[src/rolling_hash_substring_matcher_assert.svh]
// ----------------------------------------------------------------------------
// Assertion macros for the rolling hash substring matcher
// Concurrent checks on clk_i, disabled while rst_ni is low.
// ----------------------------------------------------------------------------
`ifndef ROLLING_HASH_SUBSTRING_MATCHER_ASSERT_SVH
`define ROLLING_HASH_SUBSTRING_MATCHER_ASSERT_SVH

`ifndef NO_ASSERTIONS

// Check that a condition holds at every clock edge
`define RHSM_ASSERT_ALWAYS(lbl, cond, msg) \
  lbl: assert property (@(posedge clk_i) disable iff (!rst_ni) (cond)) else $error(msg);

// Check that a consequent holds in the cycle of its antecedent
`define RHSM_ASSERT_IMPLY(lbl, ante, cons, msg) \
  lbl: assert property (@(posedge clk_i) disable iff (!rst_ni) (ante) |-> (cons)) \
    else $error(msg);

`else

`define RHSM_ASSERT_ALWAYS(lbl, cond, msg)
`define RHSM_ASSERT_IMPLY(lbl, ante, cons, msg)

`endif

`endif

[src/rhsm_pkg.sv]
// ----------------------------------------------------------------------------
// rhsm_pkg
// Types, constants and modular helpers of the rolling hash substring matcher.
// ----------------------------------------------------------------------------
package rhsm_pkg;

  // Hash arithmetic: base 26 modulo 1e9+7
  localparam int HashW = 30;
  localparam logic [HashW-1:0] HashMod = 30'd1000000007;

  // Multiplier operand of the serial multiply unit
  localparam int KW = 8;
  localparam logic [KW-1:0] HashBase = 8'd26;

  // Code of the letter a
  localparam logic [7:0] CharOffset = 8'd97;

  typedef logic [HashW-1:0] hash_t;

  typedef enum logic [1:0] {
    ACT_CLEAR   = 2'd0,
    ACT_PATTERN = 2'd1,
    ACT_RESTART = 2'd2,
    ACT_TEXT    = 2'd3
  } action_e;

  typedef enum logic [5:0] {
    S_IDLE  = 6'b000001,
    S_DROP  = 6'b000010,
    S_TPUSH = 6'b000100,
    S_PPUSH = 6'b001000,
    S_POWER = 6'b010000,
    S_DONE  = 6'b100000
  } state_e;

  // Shift enables for the row of cells
  typedef struct packed {
    logic shift_pat;
    logic shift_win;
  } cell_ctrl_t;

  // (a + b) mod M for a, b below M
  function automatic hash_t add_mod(hash_t a, hash_t b);
    logic [HashW:0] s;
    s = {1'b0, a} + {1'b0, b};
    if (s >= {1'b0, HashMod}) begin
      s = s - {1'b0, HashMod};
    end
    return s[HashW-1:0];
  endfunction

  // (a - b) mod M for a, b below M
  function automatic hash_t sub_mod(hash_t a, hash_t b);
    hash_t r;
    if (a >= b) begin
      r = a - b;
    end else begin
      r = a + (HashMod - b);
    end
    return r;
  endfunction

  // (2 * a) mod M for a below M
  function automatic hash_t dbl_mod(hash_t a);
    logic [HashW:0] s;
    s = {a, 1'b0};
    if (s >= {1'b0, HashMod}) begin
      s = s - {1'b0, HashMod};
    end
    return s[HashW-1:0];
  endfunction

  // Digit of a character: (c - 97) mod M
  function automatic hash_t digit_of(logic [7:0] c);
    hash_t r;
    if (c >= CharOffset) begin
      r = hash_t'(c - CharOffset);
    end else begin
      r = HashMod - hash_t'(CharOffset - c);
    end
    return r;
  endfunction

  // Magnitude of the signed offset c - 97
  function automatic logic [KW-1:0] char_mag(logic [7:0] c);
    logic [KW-1:0] r;
    if (c >= CharOffset) begin
      r = c - CharOffset;
    end else begin
      r = CharOffset - c;
    end
    return r;
  endfunction

endpackage

[src/rhsm_cell.sv]
// ----------------------------------------------------------------------------
// rhsm_cell
// One position of the pattern and text window rows, with its own compare.
// ----------------------------------------------------------------------------
module rhsm_cell (
  input  logic                clk_i,
  input  rhsm_pkg::cell_ctrl_t ctrl_i,
  input  logic [7:0]          pat_i,
  input  logic [7:0]          win_i,
  input  logic                active_i,
  output logic [7:0]          pat_o,
  output logic [7:0]          win_o,
  output logic                hit_o
);

  logic [7:0] pat_q;
  logic [7:0] win_q;

  // Shift pattern and window characters toward older positions
  always_ff @(posedge clk_i) begin
    if (ctrl_i.shift_pat) begin
      pat_q <= pat_i;
    end
    if (ctrl_i.shift_win) begin
      win_q <= win_i;
    end
  end

  assign pat_o = pat_q;
  assign win_o = win_q;

  // Positions past the pattern end always agree
  assign hit_o = !active_i || (pat_q == win_q);

endmodule

[src/rhsm_mulmod.sv]
// ----------------------------------------------------------------------------
// rhsm_mulmod
// Serial modular multiply a * k mod M, one bit of k per cycle, MSB first.
// ----------------------------------------------------------------------------
module rhsm_mulmod (
  input  logic                      clk_i,
  input  logic                      rst_ni,
  input  logic                      start_i,
  input  rhsm_pkg::hash_t           a_i,
  input  logic [rhsm_pkg::KW-1:0]   k_i,
  output logic                      done_o,
  output rhsm_pkg::hash_t           r_o
);

  localparam int CntW = $clog2(rhsm_pkg::KW);
  localparam logic [CntW-1:0] CntLast = CntW'(rhsm_pkg::KW - 1);

  logic                    busy_q;
  logic                    done_q;
  logic [CntW-1:0]         cnt_q;
  rhsm_pkg::hash_t         a_q;
  logic [rhsm_pkg::KW-1:0] k_q;
  rhsm_pkg::hash_t         r_q;
  rhsm_pkg::hash_t         r_d;

  // Double the partial result, then add a when the current bit is set
  always_comb begin
    r_d = rhsm_pkg::dbl_mod(r_q);
    if (k_q[rhsm_pkg::KW-1]) begin
      r_d = rhsm_pkg::add_mod(r_d, a_q);
    end
  end

  // Sequence control
  always_ff @(posedge clk_i or negedge rst_ni) begin
    if (!rst_ni) begin
      busy_q <= 1'b0;
      done_q <= 1'b0;
      cnt_q  <= '0;
    end else begin
      if (start_i) begin
        busy_q <= 1'b1;
        cnt_q  <= '0;
      end else if (busy_q) begin
        cnt_q <= cnt_q + 1'b1;
        if (cnt_q == CntLast) begin
          busy_q <= 1'b0;
        end
      end
      // Flag the last step for one cycle
      done_q <= !start_i && busy_q && (cnt_q == CntLast);
    end
  end

  // Operands and partial result
  always_ff @(posedge clk_i) begin
    if (start_i) begin
      a_q <= a_i;
      k_q <= k_i;
      r_q <= '0;
    end else if (busy_q) begin
      k_q <= {k_q[rhsm_pkg::KW-2:0], 1'b0};
      r_q <= r_d;
    end
  end

  assign done_o = done_q;
  assign r_o    = r_q;

endmodule

[src/rolling_hash_substring_matcher.sv]
// ----------------------------------------------------------------------------
// rolling_hash_substring_matcher
// Rabin-Karp matcher: pattern and text window live in a row of cells, the
// base 26 hashes modulo 1e9+7 go through one shared serial multiply unit.
// ----------------------------------------------------------------------------
//
//  channel  direction  tdata                 tuser
//  s_axis   in         [7:0] char_code       [1:0] action
//  m_axis   out        [31:0] match_start    [0] match
//
//  Steps per item (one item at a time, the multiply unit sets the pace):
//    clear, restart: register updates only. Pattern append: hash step, then,
//    from the second character on, the leading power step.
//    Text character: no hash step with an empty pattern, the push while the
//    window fills, once full the drop of the oldest digit, then the push.
//  Reset clears control and hash state at once; the cell rows are not cleared
//  and are only compared once written. A result waits in the output register
//  while the next item is taken; only a second result waiting on a stalled
//  output holds the block.
//
module rolling_hash_substring_matcher #(
  parameter int MAX_PATTERN = 64
) (
  input  logic        clk_i,
  input  logic        rst_ni,
  input  logic        s_axis_tvalid,
  output logic        s_axis_tready,
  input  logic [7:0]  s_axis_tdata,   // [7:0] char_code
  input  logic [1:0]  s_axis_tuser,   // [1:0] action
  output logic        m_axis_tvalid,
  input  logic        m_axis_tready,
  output logic [31:0] m_axis_tdata,   // [31:0] match_start
  output logic        m_axis_tuser    // [0] match
);

  `include "rolling_hash_substring_matcher_assert.svh"

  localparam int LenW = $clog2(MAX_PATTERN + 1);
  localparam int IdxW = (MAX_PATTERN > 1) ? $clog2(MAX_PATTERN) : 1;
  localparam logic [LenW-1:0] MaxLen = LenW'(MAX_PATTERN);

  rhsm_pkg::state_e    state_q;
  logic [LenW-1:0]     plen_q;
  rhsm_pkg::hash_t     ph_q;
  rhsm_pkg::hash_t     lp_q;
  rhsm_pkg::hash_t     wh_q;
  logic [LenW-1:0]     filled_q;
  logic [31:0]         tp_q;
  logic [7:0]          c_q;
  logic [7:0]          old_q;
  logic                out_valid_q;
  logic                out_match_q;
  logic [31:0]         out_start_q;

  logic                accept;
  rhsm_pkg::action_e   act;
  logic                n_zero;
  logic                win_full;
  logic                pat_full;
  logic [IdxW-1:0]     tail_idx;
  logic [7:0]          tail_char;
  logic                out_load;
  logic                hit;
  logic [31:0]         start_pos;
  rhsm_pkg::hash_t     drop;
  rhsm_pkg::hash_t     h_after_drop;
  rhsm_pkg::hash_t     pushed;

  logic                    mm_start;
  rhsm_pkg::hash_t         mm_a;
  logic [rhsm_pkg::KW-1:0] mm_k;
  logic                    mm_done;
  rhsm_pkg::hash_t         mm_r;

  rhsm_pkg::cell_ctrl_t cell_ctrl;
  logic [7:0]           pat_chain [MAX_PATTERN];
  logic [7:0]           win_chain [MAX_PATTERN];
  logic [MAX_PATTERN-1:0] cell_hit;

  // Input handshake and decode
  assign s_axis_tready = (state_q == rhsm_pkg::S_IDLE);
  assign accept        = s_axis_tvalid && s_axis_tready;
  assign act           = rhsm_pkg::action_e'(s_axis_tuser);
  assign n_zero        = (plen_q == '0);
  assign win_full      = (filled_q >= plen_q);
  assign pat_full      = (plen_q == MaxLen);

  // Oldest window character sits at position n-1
  assign tail_idx  = IdxW'(plen_q - 1'b1);
  assign tail_char = win_chain[tail_idx];

  // Row of cells
  assign cell_ctrl.shift_pat = accept && (act == rhsm_pkg::ACT_PATTERN) && !pat_full;
  assign cell_ctrl.shift_win = accept && (act == rhsm_pkg::ACT_TEXT) && !n_zero;

  for (genvar j = 0; j < MAX_PATTERN; j++) begin : g_cell
    logic [7:0] pat_in;
    logic [7:0] win_in;
    if (j == 0) begin : g_head
      assign pat_in = s_axis_tdata;
      assign win_in = s_axis_tdata;
    end else begin : g_link
      assign pat_in = pat_chain[j-1];
      assign win_in = win_chain[j-1];
    end
    rhsm_cell u_cell (
      .clk_i    (clk_i),
      .ctrl_i   (cell_ctrl),
      .pat_i    (pat_in),
      .win_i    (win_in),
      .active_i (LenW'(j) < plen_q),
      .pat_o    (pat_chain[j]),
      .win_o    (win_chain[j]),
      .hit_o    (cell_hit[j])
    );
  end

  // Hash steps around the multiply unit
  always_comb begin
    // digit of the dropped character is negative below a
    if ((old_q >= rhsm_pkg::CharOffset) || (mm_r == '0)) begin
      drop = mm_r;
    end else begin
      drop = rhsm_pkg::HashMod - mm_r;
    end
    h_after_drop = rhsm_pkg::sub_mod(wh_q, drop);
    pushed       = rhsm_pkg::add_mod(mm_r, rhsm_pkg::digit_of(c_q));
  end

  // Launch the multiply unit
  always_comb begin
    mm_start = 1'b0;
    mm_a     = wh_q;
    mm_k     = rhsm_pkg::HashBase;
    unique case (state_q)
      rhsm_pkg::S_IDLE: begin
        if (accept && (act == rhsm_pkg::ACT_TEXT) && !n_zero) begin
          mm_start = 1'b1;
          if (win_full) begin
            mm_a = lp_q;
            mm_k = rhsm_pkg::char_mag(tail_char);
          end
        end else if (accept && (act == rhsm_pkg::ACT_PATTERN) && !pat_full) begin
          mm_start = 1'b1;
          mm_a     = ph_q;
        end
      end
      rhsm_pkg::S_DROP: begin
        mm_start = mm_done;
        mm_a     = h_after_drop;
      end
      rhsm_pkg::S_PPUSH: begin
        mm_start = mm_done && (plen_q > LenW'(1));
        mm_a     = lp_q;
      end
      rhsm_pkg::S_TPUSH, rhsm_pkg::S_POWER, rhsm_pkg::S_DONE: begin
        mm_start = 1'b0;
      end
      default: begin
        mm_start = 1'b0;
      end
    endcase
  end

  rhsm_mulmod u_mulmod (
    .clk_i   (clk_i),
    .rst_ni  (rst_ni),
    .start_i (mm_start),
    .a_i     (mm_a),
    .k_i     (mm_k),
    .done_o  (mm_done),
    .r_o     (mm_r)
  );

  // Match decision on the updated window
  assign hit = (filled_q == plen_q) && (wh_q == ph_q) && (&cell_hit);
  assign start_pos = n_zero ? tp_q : (tp_q + 32'd1 - 32'(plen_q));
  assign out_load  = (state_q == rhsm_pkg::S_DONE) && (!out_valid_q || m_axis_tready);

  // Control and hash state
  always_ff @(posedge clk_i or negedge rst_ni) begin
    if (!rst_ni) begin
      state_q     <= rhsm_pkg::S_IDLE;
      plen_q      <= '0;
      ph_q        <= '0;
      lp_q        <= rhsm_pkg::hash_t'(1);
      wh_q        <= '0;
      filled_q    <= '0;
      tp_q        <= '0;
      out_valid_q <= 1'b0;
    end else begin
      // Raise valid on a new result, drop it once taken
      if (out_load) begin
        out_valid_q <= 1'b1;
      end else if (m_axis_tready) begin
        out_valid_q <= 1'b0;
      end
      unique case (state_q)
        rhsm_pkg::S_IDLE: begin
          if (accept) begin
            unique case (act)
              rhsm_pkg::ACT_CLEAR: begin
                plen_q   <= '0;
                ph_q     <= '0;
                lp_q     <= rhsm_pkg::hash_t'(1);
                wh_q     <= '0;
                filled_q <= '0;
                tp_q     <= '0;
              end
              rhsm_pkg::ACT_PATTERN: begin
                if (!pat_full) begin
                  plen_q   <= plen_q + 1'b1;
                  wh_q     <= '0;
                  filled_q <= '0;
                  tp_q     <= '0;
                  state_q  <= rhsm_pkg::S_PPUSH;
                end
              end
              rhsm_pkg::ACT_RESTART: begin
                wh_q     <= '0;
                filled_q <= '0;
                tp_q     <= '0;
              end
              rhsm_pkg::ACT_TEXT: begin
                if (n_zero) begin
                  state_q <= rhsm_pkg::S_DONE;
                end else if (win_full) begin
                  state_q <= rhsm_pkg::S_DROP;
                end else begin
                  filled_q <= filled_q + 1'b1;
                  state_q  <= rhsm_pkg::S_TPUSH;
                end
              end
              default: begin
                state_q <= rhsm_pkg::S_IDLE;
              end
            endcase
          end
        end
        rhsm_pkg::S_DROP: begin
          if (mm_done) begin
            wh_q    <= h_after_drop;
            state_q <= rhsm_pkg::S_TPUSH;
          end
        end
        rhsm_pkg::S_TPUSH: begin
          if (mm_done) begin
            wh_q    <= pushed;
            state_q <= rhsm_pkg::S_DONE;
          end
        end
        rhsm_pkg::S_PPUSH: begin
          if (mm_done) begin
            ph_q    <= pushed;
            state_q <= (plen_q > LenW'(1)) ? rhsm_pkg::S_POWER : rhsm_pkg::S_IDLE;
          end
        end
        rhsm_pkg::S_POWER: begin
          if (mm_done) begin
            lp_q    <= mm_r;
            state_q <= rhsm_pkg::S_IDLE;
          end
        end
        rhsm_pkg::S_DONE: begin
          if (out_load) begin
            tp_q    <= tp_q + 32'd1;
            state_q <= rhsm_pkg::S_IDLE;
          end
        end
        default: begin
          state_q <= rhsm_pkg::S_IDLE;
        end
      endcase
    end
  end

  // Item payload
  always_ff @(posedge clk_i) begin
    if (accept) begin
      c_q   <= s_axis_tdata;
      old_q <= tail_char;
    end
    if (out_load) begin
      out_match_q <= hit;
      out_start_q <= hit ? start_pos : 32'd0;
    end
  end

  assign m_axis_tvalid = out_valid_q;
  assign m_axis_tdata  = out_start_q;
  assign m_axis_tuser  = out_match_q;

  // Checks
  `RHSM_ASSERT_ALWAYS(a_hash_range,
    (wh_q < rhsm_pkg::HashMod) && (ph_q < rhsm_pkg::HashMod) && (lp_q < rhsm_pkg::HashMod),
    "hash state out of modulus range")
  `RHSM_ASSERT_ALWAYS(a_fill_bound, filled_q <= plen_q, "window fill exceeds pattern length")
  `RHSM_ASSERT_IMPLY(a_mm_owner, mm_done,
    (state_q == rhsm_pkg::S_DROP) || (state_q == rhsm_pkg::S_TPUSH) ||
    (state_q == rhsm_pkg::S_PPUSH) || (state_q == rhsm_pkg::S_POWER),
    "multiply result with no consumer")
  `RHSM_ASSERT_IMPLY(a_miss_zero, m_axis_tvalid && !m_axis_tuser, m_axis_tdata == 32'd0,
    "nonzero start on a miss")

endmodule
[config.mk]
export PLATFORM = sky130hd
export DESIGN_NAME = rolling_hash_substring_matcher
export DESIGN_NICKNAME = d
export VERILOG_FILES = /design/src/rhsm_pkg.sv /design/src/rhsm_cell.sv /design/src/rhsm_mulmod.sv /design/src/rolling_hash_substring_matcher.sv
export VERILOG_INCLUDE_DIRS = /design/src /design/src/src
export SDC_FILE = /design/constraint.sdc
export NUM_CORES = 2
export LEC_CHECK = 0
export ABC_CLOCK_PERIOD_IN_PS = 21500
export BUFFER_PORTS_ARGS = -buffer_cell sky130_fd_sc_hd__buf_2
export CORE_AREA = 2 2 411 413
export CTS_BUF_LIST = sky130_fd_sc_hd__clkbuf_8
export DETAILED_ROUTE_END_ITERATION = 6
export DIE_AREA = 0 0 413 415
export GPL_TIMING_DRIVEN = 0
export SLEW_MARGIN = 40
export SYNTH_ARGS = -nofsm -noshare
export SYNTH_HDL_FRONTEND = slang
export SYNTH_HIERARCHICAL = 1
export SYNTH_SLANG_ARGS = --single-unit
[constraint.sdc]
create_clock -name clk_i -period 21.5 [get_ports clk_i]
set_input_delay 0 -clock clk_i [delete_from_list [all_inputs] [get_ports clk_i]]
set_output_delay 0 -clock clk_i [all_outputs]
set_load 0.02 [all_outputs]
# After elaboration in Yosys (flattened, before gate mapping)
# Index checks and enable logic that the tools add are counted.
[classes] eq_ne=90 bitwise=1 n_addsub=20 div_mod_pow=0 mux=67 mul=0 order_cmp=74 shift=0 n_reduce_logical=164
[ops] cell="2-to-1 mux 30 bit" count=19
[ops] cell="== test 8 bit" count=64
[ops] cell="< comparator 6 x 7 -> 1 bit, first input constant" count=32
[ops] cell="case mux 30 bit (2 select lines)" count=3
[ops] cell="case mux 30 bit (3 select lines)" count=2
[ops] cell="2-to-1 mux 32 bit" count=4
[ops] cell="case mux 32 bit (2 select lines)" count=2
[ops] cell="< comparator 5 x 7 -> 1 bit, first input constant" count=16
[ops] cell=">= comparator 31 x 30 -> 1 bit, second input constant" count=3
[ops] cell="subtractor 30 bit, second input constant" count=3
[ops] cell="zero test 1 bit" count=68
[ops] cell="logical OR 1 bit" count=66
[ops] cell="2-to-1 mux 8 bit" count=8
[ops] cell="AND reduction 64 bit" count=1
[ops] cell="adder 30 x 30 -> 31 bit" count=2
[ops] cell="subtractor 30 bit, first input constant" count=2
[ops] cell="< comparator 4 x 7 -> 1 bit, first input constant" count=8
[ops] cell="binary-select mux 8 bit (select 6 bit)" count=1
[ops] cell="2-to-1 mux 6 bit" count=8
[ops] cell="case mux 6 bit (6 select lines)" count=1
[ops] cell="adder 32 x 1 -> 32 bit, second input constant" count=1
[ops] cell="subtractor 32 x 7 -> 32 bit" count=1
[ops] cell="adder 30 bit" count=1
[ops] cell="== test 30 bit" count=1
[ops] cell="other kinds (53)" count=99
[word_totals] in_bits=14 rom_bits=0 wordCells=562 register_bits=1289 memories=0 mem_bits_rw=0 out_inout_bits=35 latchBits=0

# Longest topological paths before layout
[logic_depth] word_depth=11 depth_mapped=28 ltp_nobuf=25

# By module
# The synthesis kept the hierarchy.
[modules_own_cells] module="rhsm_cell" cells_per_inst=27 seq_area_each_um2=480.5 instances=64 area_per_inst_um2=568.0
[modules_own_cells] module="rolling_hash_substring_matcher" cells_per_inst=2755 seq_area_each_um2=5052.3 instances=1 area_per_inst_um2=23537.6
[modules_own_cells] module="rhsm_mulmod" cells_per_inst=750 seq_area_each_um2=1866.8 instances=1 area_per_inst_um2=6473.7

# Worst setup path after synthesis
# No wires, ideal clock.
[synth_timing] path_kind="register to register" from="reg plen_q[0]" to="reg u_mulmod.a_q[7] (data pin)" t_arrival_ns=12.804 slack_ns=8.425 stages_incl_launch_ff=15 period_less_slack_ns=13.075 setup_ns=0.270 required_ns=21.230 n_path_buf=4 cell_sequence="dfrtp_1 > buf_6 > buf_2 > inv_1 > ha_1 > nand3_1 > nand3_1 > inv_1 > nand2b_1 > clkbuf_1 > clkbuf_1 > o221ai_1 > o22ai_1 > a21oi_1 > a21oi_1"
[synth_lines] element="start: declaration" line="rolling_hash_substring_matcher.sv:43" rtl="logic [LenW-1:0] plen_q;"
[synth_lines] element="start signal: assignment" line="rolling_hash_substring_matcher.sv:212" rtl="plen_q <= plen_q + 1'b1;"
[synth_lines] element="end signal: assignment" line="rhsm_mulmod.sv:58" rtl="a_q <= a_i;"
[synth_lines] element="end: declaration" line="rhsm_mulmod.sv:21" rtl="rhsm_pkg::hash_t a_q;"

# Worst setup path after layout
[layout_timing] from="reg u_mulmod.r_q[2] (netlist: u_mulmod/r_o[2])" to="reg u_mulmod.r_q[17] (netlist: u_mulmod/r_o[17])"
[layout_between] elab_chain_cells=6 word_cells_on_any_way=8 cone_classes="3 x add/sub; 2 x order compare; 3 x mux"
[layout_rtl] element="start: declaration" line="rhsm_mulmod.sv:23" rtl="rhsm_pkg::hash_t r_q;"
[layout_rtl] element="start signal: assignment" line="rhsm_mulmod.sv:63" rtl="r_q <= r_d;"
[layout_rtl] element="subtractor 30 bit or >= comparator 31 x 30 -> 1 bit (tied branches)" line="rhsm_pkg.sv:68, rhsm_pkg.sv:67"
[layout_rtl] element="2-to-1 mux 30 bit (*)" line="rhsm_pkg.sv:67" rtl="if (s >= {1'b0, HashMod}) begin"
[layout_rtl] element="adder 30 x 30 -> 31 bit" line="rhsm_pkg.sv:45" rtl="s = {1'b0, a} + {1'b0, b};"
[layout_rtl] element="subtractor 30 bit or >= comparator 31 x 30 -> 1 bit (tied branches)" line="rhsm_pkg.sv:47, rhsm_pkg.sv:46"
[layout_rtl] element="2-to-1 mux 30 bit" line="rhsm_pkg.sv:46" rtl="if (s >= {1'b0, HashMod}) begin"
[layout_rtl] element="2-to-1 mux 30 bit (*)" line="rhsm_mulmod.sv:29" rtl="if (k_q[rhsm_pkg::KW-1]) begin"
# Every way passes the cells marked *; elsewhere a longest branch is shown, timed or not.
# A chain may end at the register's enable or synchronous reset.

==> impl_metrics.csv <==
group,metric,value,unit
synth,synth_top_family_by_area,"compound AO/OA/AOI/OAI gates",
synth,ys_seq_elements,1289,
timing,rsz0062_at_grt,"no",
pwr,power_per_cell_area,173,mW/mm^2
finish,syn_to_final_growth,12.5,%
grt,grt_antenna_before_repair,9,
route,drtAntennaViolNets,0,
synth,synthCells,5233,
timing,setup_viol_count_final,0,
finish,finalInstanceArea,0.0747,sq mm
synth,synth-compound-area-share,0.109,
critical_path,arrival,9.78,ns
timing,hold_viol_final,0,
finish,seq_area,0.0377,sq mm
die,num_rows,150,
timing,slew_headroom,0.316,
critical_path,worstSetupStartpointType,"flip-flop",
route,num_vias,46100,
synth,syn_avg_cell_area,12.7,sq um
timing,fin_crit_sh,0.419,
route,drtIter0Drc,5304,
grt,grt_overflow,0,
synth,synthAdderAreaFrac,0.0394,
place,io_buffer_count,48,
place,placed_area,0.0703,sq mm
finish,final_common_cell,"edfxtp_1",
grt,grt_pass1_vias,44200,
clocking,cts_resized,0,
timing,tightest_slew,1.02,ns
finish,fillers,15300,
die,dieArea,0.171,sq mm
clocking,cts-root-buf,"clkbuf_8",
synth,synth_xor_area_frac,0.106,
die,core_region_area,0.167,sq mm
pwr,power_leakage,0.0252,uW
synth,syn_nets,5444,
die,die_h,415,microns
clocking,clkSinkCount,1289,
synth,synth_simple_gate_area_frac,0.0943,
finish,multiInputGateArea,0.0273,sq mm
finish,layout_common_cells,"edfxtp_1 (1111), xnor2_1 (665), nand2_1 (380)",
pwr,irDropWorstVdd,0.117,mV
finish,drive_gt1_frac,0.125,
clocking,cts_tree,"built",
route,routed_wirelength,206,mm
route,routedWlPerCell,25.9,microns
grt,grt_max_degree,80,
die,initial_core_util,0.398,
finish,fin_util,0.448,
grt,grt_first_pass_wirelength,299,mm
synth,yosysWarningCount,6,
run_status,outcome,"complete, no violations",
critical_path,crit_path_end_kind,"flip-flop",
timing,drv_slew,0,
route,via_per_inst,5.82,
grt,grt_usage,0.237,
timing,setup_tns,0,ns
route,first_pass_iters,6,
clocking,cts_buffer_depth,3,
synth,synth.distinct_cells,111,
critical_path,crit_type,"flip-flop to flip-flop",
synth,yosysSeqAreaShare,0.568,
timing,fmax,111,MHz
timing,fin_crit,9.00,ns
critical_path,cp_max_fo,10,
place,dp_hpwl,155,mm
die,io-pin-count,49,
clocking,cts-htree-levels,4,
route,drc,0,
job,maxCapViolations,0,
synth,async_flop_share,0.115,
place,gp_routability_congestion,1.01,
synth,synth_flop_cell,"edfxtp_1",
clocking,cts_buffers,211,
critical_path,crit_required,22.28,ns
die,fp.dieW,413,microns
hold_path,hp-class,"input pin to flip-flop",
synth,synth-edff-count,1111,
synth,synth.area.mux_share,0.0621,
timing,skew,0.0902,ns
synth,syn_area,0.0664,sq mm
finish,fin_nets,5763,
clocking,clkLatencyLatePin,0.98,ns
clocking,path_clk_slew,0.06,ns
==> what timing repair did <==
action | CTS | global route
hold buffers | 26 | 0
hold endpoints to repair | 212 | 0
buffers inserted | 0 | 0
==> final timing paths <==
path | startpoint | to | slack [ns] | cells after the start
worst max-delay path | u_mulmod/r_o[2]$_SDFFE_PP0P_ | u_mulmod/r_o[17]$_SDFFE_PP0P_ | 12.50 | 25
worst min-delay path | s_axis_tuser[0] | state_q[0]$_DFFE_PN1P_ | 0.16 | 5
worst max register to register | u_mulmod/r_o[2]$_SDFFE_PP0P_ | u_mulmod/r_o[17]$_SDFFE_PP0P_ | 12.50 | 25
worst min register to register | g_cell[47].u_cell/pat_o[4]$_DFFE_PP_ | g_cell[48].u_cell/pat_o[4]$_DFFE_PP_ | 0.42 | 0
max in group asynchronous | rst_ni | lp_q[0]$_DFFE_PN1P_ | 20.27 | 6
min in group asynchronous | rst_ni | wh_q[18]$_DFFE_PN0P_ | 0.28 | 4
==> sequential cells by signal (all words and copies together) (netlist names), 3 cells and up <==
register,count
g_cell.u_cell/win_o,512
lp_q,30
c_q,8
old_q,8
m_axis_tdata,32
wh_q,30
u_mulmod/k_q,8
u_mulmod/r_o,30
ph_q,30
plen_q,7
g_cell.u_cell/pat_o,512
u_mulmod/cnt_q,3
filled_q,7
u_mulmod/a_q,30
tp_q,32
state_q,6
==> critical path: stages (launching register included) <==
cell	delay [ns]
dfxtp_1	0.51
inv_1	0.22
ha_1	0.20
or3b_2	0.49
o31a_1	0.29
o21ai_0	0.47
a21oi_1	0.25
o31ai_1	0.39
a21oi_1	0.18
a21oi_2	0.49
inv_1	0.31
clkbuf_1	0.41
xnor2_1	0.27
ha_1	0.32
buf_4	0.17
nand4_1	0.30
a2111oi_2	0.87
o31a_1	0.25
o22ai_1	0.17
nor4b_2	0.62
o211ai_2	0.18
a211oi_4	0.72
buf_6	0.29
o21ai_2	0.07
xnor2_1	0.30
o21ai_1	0.09
==> cell usage after synthesis (9+ instances only) <==
library cell  instances  area, sq um
edfxtp_1           1111        33400
xnor2_1             668         5850
nand2_1             380         1430
nor2_1              291         1090
o21ai_0             261         1310
a21oi_1             249         1250
nand4_1             187         1170
ha_1                177         2210
mux4_2              168         3780
clkbuf_1            165          619
inv_1               148          556
dfrtp_1             146         3650
xor2_1              131         1150
o21ai_1             100          500
nand3_1              83          415
a31oi_1              56          350
a21o_1               50          375
nor3_1               50          250
o221ai_1             50          438
o31ai_1              40          300
and3_1               37          231
buf_2                33          165
nor4_1               33          206
o211ai_1             32          240
or3_1                32          200
a22oi_1              30          225
dfxtp_1              30          601
and2_1               28          175
a211oi_1             27          203
nand2b_1             23          144
o21a_1               22          165
o22ai_1              22          138
or2_2                21          131
fa_1                 20          400
mux2i_1              19          190
and4_1               16          140
nor2b_1              15         93.8
o21bai_1             15          113
nor3b_1              14          105
mux2_2               13          146
o21ai_2              12          105
a211o_1              10         87.6
a21boi_0             10         75.1
buf_1                 9         33.8
or4_1                 9         67.6
==> routing by layer <==
layer / wire length (microns) / track usage
met5: 28 / 0
met2: 92400 / 0.357
met1: 91100 / 0.343
met4: 6060 / 0.0725
met3: 16100 / 0.0466
==> logic make-up after synthesis <==
| kind of cell | after synthesis |
|---|---|
| multiplexers | 200 |
| XOR/XNOR | 800 |
| AND/OR/NAND/NOR | 1264 |
| buffers and inverters | 365 |
| AO/OA/AOI/OAI | 1118 |
| flip-flops | 1289 |
| adder cells (fa/ha/maj) | 197 |
==> where the power goes <==
part / switching (uW) / leakage, uW / internal (uW)
Sequential: 327 / 0.0116 / 3030
Combinational: 4820 / 0.0112 / 2670
Clock: 1040 / 0.00232 / 1040
==> per-stage QoR <==
stage          hold slack [ns]  std cells  total power (uW)  worst slack, ns
6_report                 0.156       7927             12900            12.50
5_1_grt                  0.124       7927             13600            12.17
4_1_cts                 0.0464       7924             12900            12.83
3_5_place_dp           -0.0673       7517             10800            12.88
3_3_place_gp             0.295       7485             10800            0.898
2_1_floorplan           -0.296       5233              8250             8.43
==> cell type report <==
| cell class | count | area share |
|---|---|---|
| Clock buffer | 216 | 0.0398 |
| Sequential cell | 1289 | 0.505 |
| Timing Repair Buffer | 106 | 0.0176 |
| Tap cell | 2204 | 0.0369 |
| Buffer | 215 | 0.0127 |
| Inverter | 150 | 0.00774 |
| Multi-Input combinational cell | 3579 | 0.366 |
| Clock inverter | 165 | 0.0145 |
| Antenna cell | 3 | 0.000101 |
Note: power is estimated with default switching activity, not from simulation.
